File: src/hdl/dark_column_run_segmenter_assert.svh
// Assertion macros for the dark column run segmenter.
`ifndef DARK_COLUMN_RUN_SEGMENTER_ASSERT_SVH
`define DARK_COLUMN_RUN_SEGMENTER_ASSERT_SVH

// Condition in one cycle implies a condition in the same cycle.
`define DCRS_ASSERT_NOW(lbl, ant, con, msg) \
  lbl: assert property (@(posedge clk) disable iff (rst) (ant) |-> (con)) else $error(msg);

// Condition in one cycle implies a condition in the next cycle.
`define DCRS_ASSERT_NEXT(lbl, ant, con, msg) \
  lbl: assert property (@(posedge clk) disable iff (rst) (ant) |=> (con)) else $error(msg);

`endif

File: src/hdl/dcrs_pkg.sv
package dcrs_pkg;

  localparam int MAX_COLUMNS_DEF = 128;

  localparam int THR_W   = 10;
  localparam int FW_W    = 8;
  localparam int FH_W    = 13;
  localparam int ROW_W   = 12;
  localparam int START_W = 7;
  localparam int ADDR_W  = 4;
  localparam int DATA_W  = 32;

  localparam logic [THR_W-1:0] THR_RESET = 10'd360;
  localparam logic [FW_W-1:0]  FW_RESET  = 8'd128;
  localparam logic [FH_W-1:0]  FH_RESET  = 13'd480;
  localparam logic [FH_W-1:0]  MAX_ROWS  = 13'd4096;

  typedef enum logic [1:0] {
    ST_IDLE,
    ST_SCAN,
    ST_FLUSH
  } state_t;

  typedef enum logic [1:0] {
    REG_THRESHOLD = 2'd0,
    REG_WIDTH     = 2'd1,
    REG_HEIGHT    = 2'd2
  } reg_idx_t;

  typedef struct packed {
    logic [THR_W-1:0] threshold;
    logic [FW_W-1:0]  width;
    logic [FH_W-1:0]  height;
  } cfg_t;

  typedef struct packed {
    logic set_all;
    logic shift;
  } cell_ctrl_t;

endpackage

File: src/hdl/dcrs_cell.sv
module dcrs_cell
  import dcrs_pkg::*;
(
  input  logic       clk,
  input  logic       rst,
  input  cell_ctrl_t ctrl,
  input  logic       clear_here,
  input  logic       right_flag,
  output logic       flag
);

  always_ff @(posedge clk) begin
    if (rst) begin
      flag <= 1'b1;
    end else if (ctrl.shift) begin
      flag <= right_flag;
    end else if (clear_here) begin
      flag <= 1'b0;
    end else if (ctrl.set_all) begin
      flag <= 1'b1;
    end
  end

endmodule

File: src/hdl/dcrs_regs.sv
module dcrs_regs
  import dcrs_pkg::*;
(
  input  logic              clk,
  input  logic              rst,
  input  logic              psel,
  input  logic              penable,
  input  logic              pwrite,
  input  logic [ADDR_W-1:0] paddr,
  input  logic [DATA_W-1:0] pwdata,
  output logic [DATA_W-1:0] prdata,
  output logic              pready,
  output cfg_t              cfg
);

  reg_idx_t idx;
  logic     wr;

  assign idx    = reg_idx_t'(paddr[ADDR_W-1:2]);
  assign wr     = psel & penable & pwrite;
  assign pready = 1'b1;

  always_ff @(posedge clk) begin
    if (rst) begin
      cfg.threshold <= THR_RESET;
      cfg.width     <= FW_RESET;
      cfg.height    <= FH_RESET;
    end else if (wr) begin
      case (idx)
        REG_THRESHOLD: cfg.threshold <= pwdata[THR_W-1:0];
        REG_WIDTH:     cfg.width     <= pwdata[FW_W-1:0];
        REG_HEIGHT:    cfg.height    <= pwdata[FH_W-1:0];
        default: ;
      endcase
    end
  end

  always_comb begin
    case (idx)
      REG_THRESHOLD: prdata = {{(DATA_W-THR_W){1'b0}}, cfg.threshold};
      REG_WIDTH:     prdata = {{(DATA_W-FW_W){1'b0}}, cfg.width};
      REG_HEIGHT:    prdata = {{(DATA_W-FH_W){1'b0}}, cfg.height};
      default:       prdata = '0;
    endcase
  end

endmodule

File: src/hdl/dark_column_run_segmenter.sv
// Dark column run segmenter.
// Pixels of one frame enter in raster order on blue, green and red; a pixel
// is taken at a rising edge where start is high and busy is low. While a
// frame streams in, one pixel is taken every cycle. pready is always high.
// The threshold, width and height registers sit on the APB-style port and
// are to be written by the user only while the block is idle; the block
// itself does not enforce this. After the last pixel of the frame, busy
// stays high while the row of column cells shifts its light flags past the
// run detector, one column per cycle. Each run of dark columns is reported
// with result_valid high for one cycle; the last result of a frame has last
// set, and a frame without dark columns gives a single result with found low.
// The final result of a frame follows the scan of all its columns.
// Results cannot be stalled by the receiver.
// Reset restores the register defaults, clears the pixel counters and sets
// every column flag light.
module dark_column_run_segmenter
  import dcrs_pkg::*;
#(
  parameter int MAX_COLUMNS = MAX_COLUMNS_DEF
) (
  input  logic               clk,
  input  logic               rst,
  input  logic               psel,
  input  logic               penable,
  input  logic               pwrite,
  input  logic [ADDR_W-1:0]  paddr,
  input  logic [DATA_W-1:0]  pwdata,
  output logic [DATA_W-1:0]  prdata,
  output logic               pready,
  input  logic               start,
  input  logic [7:0]         blue,
  input  logic [7:0]         green,
  input  logic [7:0]         red,
  output logic               busy,
  output logic               result_valid,
  output logic               found,
  output logic [START_W-1:0] run_start,
  output logic [FW_W-1:0]    run_end,
  output logic               reaches_edge,
  output logic               last
);

  `include "dark_column_run_segmenter_assert.svh"

  localparam int CW = $clog2(MAX_COLUMNS);
  localparam logic [FW_W-1:0] MAX_W = FW_W'(MAX_COLUMNS);

  cfg_t                   cfg;
  state_t                 state, state_next;
  logic [FW_W-1:0]        w;
  logic [FH_W-1:0]        h;
  logic                   accept;
  logic [THR_W-1:0]       sum;
  logic                   dark;
  logic [CW-1:0]          col;
  logic [ROW_W-1:0]       row;
  logic                   last_col, last_row, frame_start;
  logic [MAX_COLUMNS-1:0] flags, flags_right, clear_here;
  cell_ctrl_t             ctrl;

  logic [CW-1:0]   scan_col;
  logic            in_run, in_run_next;
  logic [CW-1:0]   run_first, run_first_next;
  logic            scan_last, scan_dark;
  logic            emit, emit_edge;
  logic [CW-1:0]   emit_start;
  logic [FW_W-1:0] emit_end;
  logic            pend_valid, pend_edge;
  logic [CW-1:0]   pend_start;
  logic [FW_W-1:0] pend_end;

  dcrs_regs u_regs (
    .clk     (clk),
    .rst     (rst),
    .psel    (psel),
    .penable (penable),
    .pwrite  (pwrite),
    .paddr   (paddr),
    .pwdata  (pwdata),
    .prdata  (prdata),
    .pready  (pready),
    .cfg     (cfg)
  );

  assign w = (cfg.width == '0) ? FW_W'(1) : ((cfg.width > MAX_W) ? MAX_W : cfg.width);
  assign h = (cfg.height == '0) ? FH_W'(1) : ((cfg.height > MAX_ROWS) ? MAX_ROWS : cfg.height);

  assign busy   = (state != ST_IDLE);
  assign accept = start & ~busy;
  assign sum    = {2'b00, blue} + {2'b00, green} + {2'b00, red};
  assign dark   = (sum < cfg.threshold);

  assign last_col    = ((FW_W'(col) + FW_W'(1)) >= w);
  assign last_row    = ((FH_W'(row) + FH_W'(1)) >= h);
  assign frame_start = (col == '0) && (row == '0);

  always_ff @(posedge clk) begin
    if (rst) begin
      col <= '0;
      row <= '0;
    end else if (accept) begin
      if (last_col) begin
        col <= '0;
        row <= last_row ? '0 : row + ROW_W'(1);
      end else begin
        col <= col + CW'(1);
      end
    end
  end

  assign ctrl.shift   = (state == ST_SCAN);
  assign ctrl.set_all = accept & frame_start;
  assign flags_right  = {1'b1, flags[MAX_COLUMNS-1:1]};

  for (genvar k = 0; k < MAX_COLUMNS; k++) begin : g_cell
    assign clear_here[k] = accept & dark & (col == CW'(k));
    dcrs_cell u_cell (
      .clk        (clk),
      .rst        (rst),
      .ctrl       (ctrl),
      .clear_here (clear_here[k]),
      .right_flag (flags_right[k]),
      .flag       (flags[k])
    );
  end

  assign scan_dark = ~flags[0];
  assign scan_last = ((FW_W'(scan_col) + FW_W'(1)) >= w);

  always_ff @(posedge clk) begin
    if (rst) begin
      state <= ST_IDLE;
    end else begin
      state <= state_next;
    end
  end

  always_comb begin
    state_next     = state;
    emit           = 1'b0;
    emit_edge      = 1'b0;
    emit_start     = run_first;
    emit_end       = FW_W'(scan_col);
    in_run_next    = in_run;
    run_first_next = run_first;
    case (state)
      ST_IDLE: begin
        if (accept && last_col && last_row) begin
          state_next = ST_SCAN;
        end
      end
      ST_SCAN: begin
        if (scan_dark) begin
          in_run_next = 1'b1;
          if (!in_run) begin
            run_first_next = scan_col;
            emit_start     = scan_col;
          end
          if (scan_last) begin
            emit      = 1'b1;
            emit_end  = w;
            emit_edge = 1'b1;
          end
        end else begin
          in_run_next = 1'b0;
          emit        = in_run;
        end
        if (scan_last) begin
          state_next = ST_FLUSH;
        end
      end
      ST_FLUSH: begin
        state_next = ST_IDLE;
      end
      default: begin
        state_next = ST_IDLE;
      end
    endcase
  end

  always_ff @(posedge clk) begin
    if (rst) begin
      scan_col     <= '0;
      in_run       <= 1'b0;
      pend_valid   <= 1'b0;
      result_valid <= 1'b0;
    end else begin
      result_valid <= 1'b0;
      case (state)
        ST_IDLE: begin
          scan_col   <= '0;
          in_run     <= 1'b0;
          pend_valid <= 1'b0;
        end
        ST_SCAN: begin
          scan_col  <= scan_col + CW'(1);
          in_run    <= in_run_next;
          run_first <= run_first_next;
          if (emit) begin
            if (pend_valid) begin
              result_valid <= 1'b1;
              found        <= 1'b1;
              run_start    <= START_W'(pend_start);
              run_end      <= pend_end;
              reaches_edge <= pend_edge;
              last         <= 1'b0;
            end
            pend_valid <= 1'b1;
            pend_start <= emit_start;
            pend_end   <= emit_end;
            pend_edge  <= emit_edge;
          end
        end
        ST_FLUSH: begin
          result_valid <= 1'b1;
          found        <= pend_valid;
          run_start    <= pend_valid ? START_W'(pend_start) : '0;
          run_end      <= pend_valid ? pend_end : '0;
          reaches_edge <= pend_valid & pend_edge;
          last         <= 1'b1;
          pend_valid   <= 1'b0;
        end
        default: ;
      endcase
    end
  end

  `DCRS_ASSERT_NEXT(a_result_only_after_scan, state == ST_IDLE, !result_valid, "result outside a frame scan")
  `DCRS_ASSERT_NEXT(a_flush_gives_last, state == ST_FLUSH, result_valid && last, "frame ended without a last result")
  `DCRS_ASSERT_NOW(a_empty_is_last, result_valid && !found, last, "empty result not marked last")
  `DCRS_ASSERT_NOW(a_run_not_empty, result_valid && found, run_end > FW_W'(run_start), "run end not past run start")

endmodule
File: config.mk
export PLATFORM = sky130hd
export DESIGN_NAME = dark_column_run_segmenter
export DESIGN_NICKNAME = d
export VERILOG_FILES = /design/src/hdl/dcrs_pkg.sv /design/src/hdl/dcrs_cell.sv /design/src/hdl/dcrs_regs.sv /design/src/hdl/dark_column_run_segmenter.sv
export VERILOG_INCLUDE_DIRS = /design/src /design/src/hdl
export SDC_FILE = /design/constraint.sdc
export NUM_CORES = 1
export LEC_CHECK = 0
export BUFFER_PORTS_ARGS = -buffer_cell sky130_fd_sc_hd__buf_2
export CORE_UTILIZATION = 45
export DETAILED_ROUTE_END_ITERATION = 8
export HOLD_SLACK_MARGIN = 0.06
export PLACE_DENSITY = 0.66
export SLEW_MARGIN = 25
export SYNTH_ARGS = -nofsm -noshare
export SYNTH_HDL_FRONTEND = slang
export SYNTH_SLANG_ARGS = --single-unit
File: constraint.sdc
create_clock -name clk -period 4.1 [get_ports clk]
set_clock_uncertainty 0.05 [all_clocks]
set_input_delay 0.615 -clock clk [delete_from_list [all_inputs] [get_ports clk]]
set_output_delay 0.615 -clock clk [all_outputs]
set_load 0.05 [all_outputs]
==> out/summary.txt, run 1 <==
Status: complete, no violations
Critical Path Start Type: input pin
Final hold slack: 0.2647 ns
Max VDD drop: 359.6 µV
Layout area overhead: 13.87%
PnR Total Power: 5290 µW
Worst Path Required: 4.44 ns
Average size of a mapped cell: 8.348 µm²
H-tree levels: 1
Horiz. Die Dim: 165.2 µm
CP max stage cell: fa_1
Clk Latency, worst-skew pair: 0.54 ns
CTS root buf: clkbuf_16
Worst Tran Pin Value: 1.126 ns
Final worst path period share: 0.9685
CORE AREA: 0.02606 mm²
Unrepaired setup endpoints after global routing: yes
Nets@finish: 1588
Reg clk slew, reported paths: 0.06 ns
Cell Int Power: 3810 µW
Setup crit start: blue[2]
Maximum root-to-sink buffer count: 3
Post-DR vias/cell: 5.724
Fill cells: 2450
Vias in the first global route: 9337
Residual DRC: 0
Routed Antenna Nets: 0
R2R Setup Slk: 0.58 ns
WS Path Type: input pin to register
Hold Vio Cnt, Final: 0
Commonest non-fill, non-tap cell in the layout: dfxtp_1
Relative slew slack: 0.2496
Total Routed Length: 30310 µm
N_diodes: 0
Capture point of the worst path: g_cell[21].u_cell.flag
Layout cells sized above 1: 0.1369
Worst Reg2Reg Path Length in Cells: 11
Pre-antenna DRT Iters: 5
Reg-to-Reg End: row[10]
Clock power share: 0.398
Top-level I/O count: 119
FF+latch count, synth: 231
Crit-path cells: buf_2 -> fa_1 -> ha_1 -> a21o_1 -> a21oi_1 -> o21ai_0 -> o41ai_1 -> xor2_1 -> ha_1 -> o21ai_0 -> nor2_1 -> nor3_1 -> buf_4 -> o211ai_1 -> buf_4 -> clkbuf_16 -> nor3_1 -> o31ai_1
Flop pwr share: 0.441
Fin crit period: 3.971 ns
First-pass GRT wire length: 47550 µm
MaxCap Viol Count: 0
CTS tree: yes
Final setup vio count: 0
Port-buffer cells: 77
Yosys warning count: 0
R2r startpoint: row[0]
WP data arrival: 4.32 ns
Initial core utilization: 0.4600
Pwr Density: 387.5 mW/mm²
Initial antenna violation count: 0
Height of the die: 165.2 µm
Total congestion overflow: 0
Crit-path max FO: 8
Ys async rst share: 0
Post-detail-place hpwl: 18220 µm
FMAX: 251.8 MHz
Combinational share of power: 0.161
WL/cell: 16.74 µm
Max Slew Vio Count: 0
Most used DFF post-synth: dfxtp_1
Placer Congestion: 0.8705
Critical path's largest stage delay: 0.50 ns
Num CTS Buffers: 25
Crit. End Element: register
Net Switching: 1480 µW
Yosys cell types: 51
LEAKAGE: 0.005618 µW
Hold WC Path Type: input pin to register
Std cell rows: 59
1st-iter DRT viols: 894
Switching Share: 0.2797
Most frequent cells in the layout: 190 x dfxtp_1, 175 x nor2_1, 170 x a21oi_1, 128 x o31ai_1, 117 x nand2_1
Seq/Total Area, Yosys: 0.4200
Die ar.: 0.02730 mm²
Clk sinks: 231
Vias: 10.37k
GRT Total Usage: 0.2121
Post-synth EDFFs: 41
Syn Std Cell Area: 0.01199 mm²
Post-synthesis cell count: 1436
Largest net degree at the start of global routing: 141
Yosys cell counts, drive strengths merged, types with 19 or more instances:
cell / number / area share
nor3: 135 / 0.056
nor2: 175 / 0.055
clkbuf: 90 / 0.028
nand3: 30 / 0.013
inv: 42 / 0.013
a21oi: 170 / 0.071
o31ai: 133 / 0.083
xnor2: 19 / 0.014
and2: 21 / 0.011
edfxtp: 41 / 0.10
ha: 55 / 0.057
o21ai: 39 / 0.016
nand2: 117 / 0.037
dfxtp: 190 / 0.32
buf: 43 / 0.027
layer usage:
metal | track usage | wire length [µm] | vias to the layer above
met2 | 0.3349 | 13870 | 314
met4 | 0.05296 | 566 | 0
met3 | 0.02198 | 1519 | 50
li1 | - | - | 5111
met5 | 0 | 0 | -
met1 | 0.3078 | 14350 | 4891
cell families (layout without fill, tap and decap cells):
| family | count (synthesis) | after routing | synth area share |
|---|---|---|---|
| other | 2 | 20 | 0.0006265 |
| AO/OA/AOI/OAI | 382 | 382 | 0.1970 |
| AND/OR/NAND/NOR | 529 | 529 | 0.1999 |
| multiplexers | 21 | 21 | 0.01847 |
| buffers and inverters | 176 | 198 | 0.06899 |
| flip-flops | 231 | 231 | 0.4200 |
| XOR/XNOR | 31 | 31 | 0.02265 |
| adder cells (fa/ha/maj) | 64 | 64 | 0.07243 |
registers in the layout (all words and copies together), names as in the netlist:
name                flops
col                     7
found                   1
g_cell.u_cell.flag    128
in_run                  1
last                    1
pend_edge               1
pend_end                8
pend_start              7
pend_valid              1
reaches_edge            1
result_valid            1
row                    12
run_end                 8
run_first               7
run_start               7
scan_col                7
state                   2
u_regs.cfg             31
how the worst min path moves through the flow:
stage / to / from / depth (start not counted)
finish: u_regs.cfg[12] / pwdata[12] / 3
global route: u_regs.cfg[8] / pwdata[8] / 3
CTS: u_regs.cfg[12] / pwdata[12] / 3
detailed placement: g_cell[74].u_cell.flag / g_cell[75].u_cell.flag / 2
global placement: g_cell[87].u_cell.flag / g_cell[88].u_cell.flag / 2
floorplan: g_cell[63].u_cell.flag / g_cell[64].u_cell.flag / 2
area by class of cell:
| cell class | count | area (µm²) | share of cell area |
|---|---|---|---|
| well taps | 335 | 419.2 | 0.03071 |
| inverters | 43 | 161.4 | 0.01182 |
| repair buffers | 110 | 809.5 | 0.05930 |
| clock buffers | 37 | 710.7 | 0.05206 |
| multi-input cells | 1047 | 6476 | 0.4744 |
| clock inverters | 8 | 38.79 | 0.002841 |
| flip-flops and latches | 231 | 5035 | 0.3688 |
critical path: cells and delay by family:
kind                       cells  cell delay [ns]
buffers and inverters          4             0.69
AOI/OAI and AO/OA              7             1.34
adders and majority gates      3             1.06
xor gates and xnor gates       1             0.21
and+or+nand+nor                3             0.39
power by group through the flow:
stage               logic [µW]  registers [µW]  clock network (µW)
finish                     851            2330                2100
global route               917            2340                2220
CTS                        677            2330                2130
detailed placement         674            2380                   0
global placement           668            2380                   0
floorplan                  529            2370                   0
what timing repair did:
item | in CTS | in global routing
hold buffers | 0 | 0
setup endpoints to repair | 0 | 56
gates resized for setup | 0 | 62
setup buffers | 0 | 4
stage by stage:
| step | setup TNS [ns] | setup slack (ns) | util | area [µm²] | cells |
|---|---|---|---|---|---|
| floorplan | 0 | 0.01141 | - | 12070 | 1454 |
| global placement | -16.65 | -0.2241 | 0.4785 | 12470 | 1756 |
| detailed placement | -28.81 | -0.3285 | 0.4785 | 12470 | 1756 |
| CTS | 0 | 0.1609 | 0.5072 | 13220 | 1801 |
| global route | -1.123 | -0.07640 | 0.5238 | 13650 | 1811 |
| finish | 0 | 0.1290 | 0.5238 | 13650 | 1811 |
Power figures use the tool's default switching activity.
==> inputs of run 2 (changes only) <==
Settings changed: CORE_UTILIZATION 45 to 32, PLACE_DENSITY 0.66 to unset.
==> run 2 against run 1 <==
Final cell count increased by 7.3%. Largest power group is now the clock network. Register-to-register slack gained 0.03 ns. Clock-buffer cell count decreased by 2. Critical path type unchanged. Largest cell class unchanged. Core utilization shrank 15 points.
==> out/summary.txt, run 2 (synthesis results as in run 1) <==
Status: complete, no violations
Fin crit period: 3.827 ns (-0.1441 ns)
First-pass GRT wire length: 49130 µm (+3.3%)
Worst Reg2Reg Path Length in Cells: 11 (unchanged)
Critical Path Start Type: input pin
Most frequent cell on the critical path: inv_1
Die ar.: 0.03824 mm² (+40%)
WL/cell: 15.48 µm (-7.5%)
Post-DR vias/cell: 5.273 (-7.9%)
Largest net degree at the start of global routing: 129 (-8.5%)
H-tree levels: 1 (unchanged)
Routed Antenna Nets: 0 (unchanged)
Post-route setup slack: 0.2732 ns (+0.1441 ns)
Layout area overhead: 13.49%
R2R Setup Slk: 0.61 ns (+0.03 ns)
Switching Share: 0.2699 (-0.009823)
Fill cells: 3723 (+52%)
Post-route cell area: 0.01360 mm² (-0.34%)
Post-detail-place hpwl: 19360 µm (+6.3%)
Most frequent cells in the layout: 190 x dfxtp_1, 175 x nor2_1, 170 x a21oi_1, 133 x o31ai_1, 127 x nor3_1
Total Routed Length: 30070 µm (-0.79%)
CORE AREA: 0.03670 mm² (+41%)
WP data arrival: 4.17 ns (-0.15 ns)
Height of the die: 195.6 µm (+18%)
Top-level I/O count: 119 (unchanged)
Critical path's largest stage delay: 0.47 ns (-0.03 ns)
Cell family with most CP delay: adder cells
Crit. path cell count: 22 (+4)
Worst Tran Pin Value: 0.8352 ns (-0.2904 ns)
Vias: 10.25k (-1.2%)
CTS tree: yes
Worst Path Buf+Inv: 6 (+2)
Crit-path max FO: 32 (+24)
Combinational share of power: 0.136 (-0.025)
Flop pwr share: 0.431 (-0.010)
Clock power share: 0.432 (+0.034)
1st-iter DRT viols: 821 (-8.2%)
N_diodes: 0 (unchanged)
Pre-CTS setup slack: -0.2670 ns (+0.06143 ns)
WS Path Type: input pin to register
Port-buffer cells: 77 (unchanged)
Hold Vio Cnt, Final: 0 (unchanged)
LEAKAGE: 0.005516 µW (-1.8%)
Commonest non-fill, non-tap cell in the layout: dfxtp_1
Max Slew Vio Count: 0 (unchanged)
Total congestion overflow: 0 (unchanged)
Worst hold start: pwdata[12]
Setup TNS Final: 0 ns (unchanged)
Final core utilization: 0.3707 (-0.1531)
Reg-to-Reg End: row[8]
Max reg flops: 128 (unchanged)
Cell Int Power: 3954 µW (+3.8%)
Initial antenna violation count: 0 (unchanged)
Crit. End Element: register
Layout cells sized above 1: 0.1214 (-0.01550)
Num CTS Buffers: 26 (+4.0%)
R2r startpoint: row[0]
Clk sinks: 231 (unchanged)
FMAX: 261.3 MHz (+3.8%)
Crit-path cells: buf_2 -> inv_1 -> fa_1 -> inv_1 -> ha_1 -> inv_1 -> fa_2 -> nor2b_1 -> o21ai_1 -> a21boi_1 -> o21a_1 -> nor2_1 -> xnor2_1 -> ha_1 -> a211oi_1 -> nor2_1 -> nor3_2 -> o211ai_1 -> buf_4 -> buf_8 -> nor3_1 -> o31ai_1
Hold Path End: u_regs.cfg[12]
Final worst path period share: 0.9334 (-0.03515)
Pre-antenna DRT Iters: 5 (unchanged)
Net Switching: 1462 µW (-1.2%)
CTS root buf: clkbuf_16
Initial core utilization: 0.3267 (-0.1334)
CP max stage cell: fa_1
Hold depth: 3 (unchanged)
Largest Register: g_cell.u_cell.flag
Worst Path Required: 4.44 ns (about the same)
Pwr Density: 398.1 mW/mm² (+2.7%)
Maximum root-to-sink buffer count: 3 (unchanged)
Horiz. Die Dim: 195.6 µm (+18%)
Clk Latency, worst-skew pair: 0.54 ns (about the same)
Relative slew slack: 0.4432 (+0.1936)
MaxCap Viol Count: 0 (unchanged)
Nets@finish: 1585 (-0.19%)
GRT Total Usage: 0.1526 (-0.05953)
Largest registers: g_cell.u_cell.flag (128), u_regs.cfg (31), row (12)
Placer Congestion: 0.8497 (-2.4%)
Hold WC Path Type: input pin to register
Vias in the first global route: 9334 (-0.032%)
Reg clk slew, reported paths: 0.06 ns (about the same)
Final setup vio count: 0 (unchanged)
Max VDD drop: 283.1 µV (-21%)
Residual DRC: 0 (unchanged)
Std cell rows: 70 (+19%)
Post-DP Area: 0.01264 mm² (+1.4%)
run 2: layout make-up:
type | instances | area (µm²) | area share
Clock buffer | 35 | 739.5 | 0.05435
Clock inverter | 13 | 131.4 | 0.009657
Inverter | 43 | 161.4 | 0.01186
Multi-Input combinational cell | 1047 | 6267 | 0.4607
Sequential cell | 231 | 5035 | 0.3701
Tap cell | 468 | 585.6 | 0.04304
Timing Repair Buffer | 106 | 684.4 | 0.05031
run 2: how the worst max path moves through the flow:
stage | end | startpoint | slack, ns
after floorplan | g_cell[76].u_cell.flag | blue[1] | 0.01
after global placement | g_cell[63].u_cell.flag | blue[1] | -0.24
after detailed placement | g_cell[63].u_cell.flag | blue[1] | -0.27
after CTS | g_cell[63].u_cell.flag | blue[1] | 0.28
after global routing | g_cell[10].u_cell.flag | blue[1] | -0.01
final | g_cell[30].u_cell.flag | blue[1] | 0.27
run 2: routing by layer:
metal	GRT usage	wire length, µm
met4	0.03266	515
met2	0.2344	13250
met3	0.01675	1380
met1	0.2278	14930
met5	0	0
run 2: power by group through the flow:
stage          registers [µW]  logic, µW  clock network (µW)
6_report                 2330        739                2340
5_1_grt                  2340        812                2500
4_1_cts                  2330        694                2400
3_5_place_dp             2380        691                   0
3_3_place_gp             2380        685                   0
2_1_floorplan            2370        529                   0
run 2: timing repair:
action / 4_1_cts / 5_1_grt
endpoints found under the setup margin: 0 / 64
hold buffers: 0 / 0
buffers inserted: 0 / 1
gates resized for setup: 0 / 14
run 2: tightest hold or removal path, stage by stage:
cell     delay, ns
buf_2         0.10
nand2_1       0.05
a21oi_1       0.05
run 2: through the flow:
stage	std cells	power, µW	hold slack (ns)
after global routing	1943	5643	0.2901
final	1943	5416	0.2833
after global placement	1892	3068	0.4016
after detailed placement	1892	3075	0.4029
after CTS	1940	5425	0.2699
after floorplan	1454	2901	0.3934
==> inputs of run 3 (changes only) <==
Settings changed: PLACE_DENSITY set to 0.59.
Clock period 4.1 ns to 3.4 ns, I/O delays scaled along.
==> run 3 against run 2 <==
The flow now finishes with violations (negative setup slack). Largest cell class unchanged. Clock-buffer cell count down 2. First-iteration DRC count up 9.5%. Power up 31%. Register-to-register slack worse by 0.34 ns. Final cell count up 1.7%. Wire length up 9.6%. Critical endpoint is now g_cell[50].u_cell.flag.
==> out/summary.txt, run 3 (synthesis results as in run 1) <==
Status: complete, but fails checks
Violated checks: negative setup slack
Critical Path Start Type: input pin
Post-route setup slack: -0.2105 ns (-0.4836 ns)
N_diodes: 0 (unchanged)
Area of the multi-input gates: 0.007224 mm² (+15%)
Pre-antenna DRT Iters: 6 (+1)
Routed Antenna Nets: 0 (unchanged)
Largest Register: g_cell.u_cell.flag
Layout area overhead: 25.58%
Pre-CTS setup slack: -0.8021 ns (-0.5350 ns)
Layout cells sized above 1: 0.2280 (+0.1066)
Die ar.: 0.03824 mm² (unchanged)
Hold WC Path Type: input pin to register
Largest registers: g_cell.u_cell.flag (128), u_regs.cfg (31), row (12)
Placer Congestion: 0.8137 (-4.2%)
FMAX: 277.0 MHz
H-tree levels: 1 (unchanged)
Relative slew slack: 0.4821 (+0.03885)
Std cell rows: 70 (unchanged)
GRT Total Usage: 0.1659 (+0.01336)
LEAKAGE: 0.006311 µW (+14%)
First-pass GRT wire length: 52520 µm (+6.9%)
Total Routed Length: 32960 µm (+9.6%)
MaxCap Viol Count: 0 (unchanged)
Final setup vio count: 128 (+128)
WL/cell: 16.67 µm (+7.7%)
Max reg flops: 128 (unchanged)
Initial antenna violation count: 0 (unchanged)
Crit. End Element: register
Commonest non-fill, non-tap cell in the layout: dfxtp_1
Fill cells: 3577 (-3.9%)
Max Slew Vio Count: 0 (unchanged)
Most frequent cells in the layout: 190 x dfxtp_1, 175 x nor2_1, 169 x a21oi_1, 120 x o31ai_1, 117 x nand2_1
FF+latch area: 0.005035 mm² (unchanged)
Port-buffer cells: 77 (unchanged)
Reg clk slew, reported paths: 0.06 ns (about the same)
Nets@finish: 1619 (+2.1%)
Maximum root-to-sink buffer count: 3 (unchanged)
Top-level I/O count: 119 (unchanged)
Hold Vio Cnt, Final: 0 (unchanged)
Fin crit period: 3.610 ns
CORE AREA: 0.03670 mm² (unchanged)
Post-Layout Cell Count: 1977 (+1.7%)
Horiz. Die Dim: 195.6 µm (unchanged)
Crit-path max FO: 8 (-75%)
1st-iter DRT viols: 899 (+9.5%)
Vias: 10.61k (+3.5%)
Initial core utilization: 0.3267 (unchanged)
Clk Latency, worst-skew pair: 0.53 ns (about the same)
CTS tree: yes
Max VDD drop: 346.2 µV (+22%)
Worst Path Buf+Inv: 3 (-3)
Post-DP Area: 0.01278 mm² (+1.1%)
Final worst path period share: 1.062
WS Path Type: input pin to register
Clk sinks: 231 (unchanged)
Largest net degree at the start of global routing: 115 (-11%)
Post-DR vias/cell: 5.365 (+1.7%)
Num CTS Buffers: 26 (unchanged)
Cell family with most CP delay: compound AO/OA/AOI/OAI gates
Residual DRC: 0 (unchanged)
CP max stage cell: fa_1
WP data arrival: 4.00 ns (-0.17 ns)
Crit-path cells: buf_2 -> fa_1 -> ha_1 -> a21o_1 -> a21oi_2 -> o21ai_2 -> o41ai_2 -> xor2_1 -> ha_1 -> and4_1 -> o21ai_2 -> o211ai_1 -> buf_4 -> buf_16 -> nor3_4 -> o31ai_2
CTS root buf: clkbuf_16
Post-route cell area: 0.01505 mm² (+11%)
Worst Path Required: 3.79 ns (-0.65 ns)
Cell count after placement: 1907 (+0.79%)
Height of the die: 195.6 µm (unchanged)
Total congestion overflow: 0 (unchanged)
Critical path's largest stage delay: 0.50 ns (+0.03 ns)
Unrepaired setup endpoints after global routing: yes
Pwr Density: 471.2 mW/mm² (+18%)
Worst Tran Pin Value: 0.7769 ns (-0.05828 ns)
Vias in the first global route: 9877 (+5.8%)
Post-detail-place hpwl: 19270 µm (-0.45%)
## run 3: changes by cell type in the layout (fill, tap and decap cells not counted), moves of 13 or more
cell,previous run,this run
buf_4,23,44
nor3_1,127,15
o31ai_1,133,120
o31ai_2,0,13
nor3_2,8,74
nor3_4,0,46
## run 3: what timing repair did
item,4_1_cts,5_1_grt
setup buffers,6,4
hold buffers,0,0
pin swaps,58,92
gates resized for setup,102,103
endpoints found under the setup margin,128,128
gates cloned,9,5
## run 3: worst min-delay path, stage by stage
cell and delay (ns):
buf_2 0.09, nand2_1 0.04, nand3_1 0.06
## run 3: stage by stage
step	utilization	total power, µW	TNS, ns	hold WS [ns]
floorplan	-	3548	-45.22	0.3934
global placement	0.3483	3713	-87.60	0.4000
detailed placement	0.3483	3720	-92.91	0.4074
CTS	0.3916	6908	-16.14	0.1537
global route	0.4102	7325	-42.18	0.1818
finish	0.4102	7094	-15.60	0.1657
## run 3: worst paths after layout
kind                                        startpoint                endpoint  slack (ns)  cells after the start
worst max-delay path                           blue[2]  g_cell[50].u_cell.flag       -0.21                     16
worst max register to register                  row[2]                  row[5]        0.27                     12
worst min-delay path                         pwdata[8]           u_regs.cfg[8]        0.17                      3
worst min register to register  g_cell[68].u_cell.flag  g_cell[67].u_cell.flag        0.42                      2
## run 3: area by class of cell
type                    instances  area share
well taps                     468     0.03890
inverters                      43     0.01122
flip-flops and latches        231      0.3344
clock inverters                15     0.01014
multi-input cells            1047      0.4799
repair buffers                140     0.07904
clock buffers                  33     0.04638
## run 3: metal layers
layer	track usage	vias up	wire, µm
li1	-	5165	-
met1	0.2366	5107	15360
met2	0.2644	289	15230
met3	0.02332	45	1754
met4	0.03645	0	607
met5	0	-	0
## run 3: power breakdown
group	total, µW	internal (µW)	switching (µW)
registers	2810	2790	21.5
logic	1450	574	872
clock network	2830	1680	1150
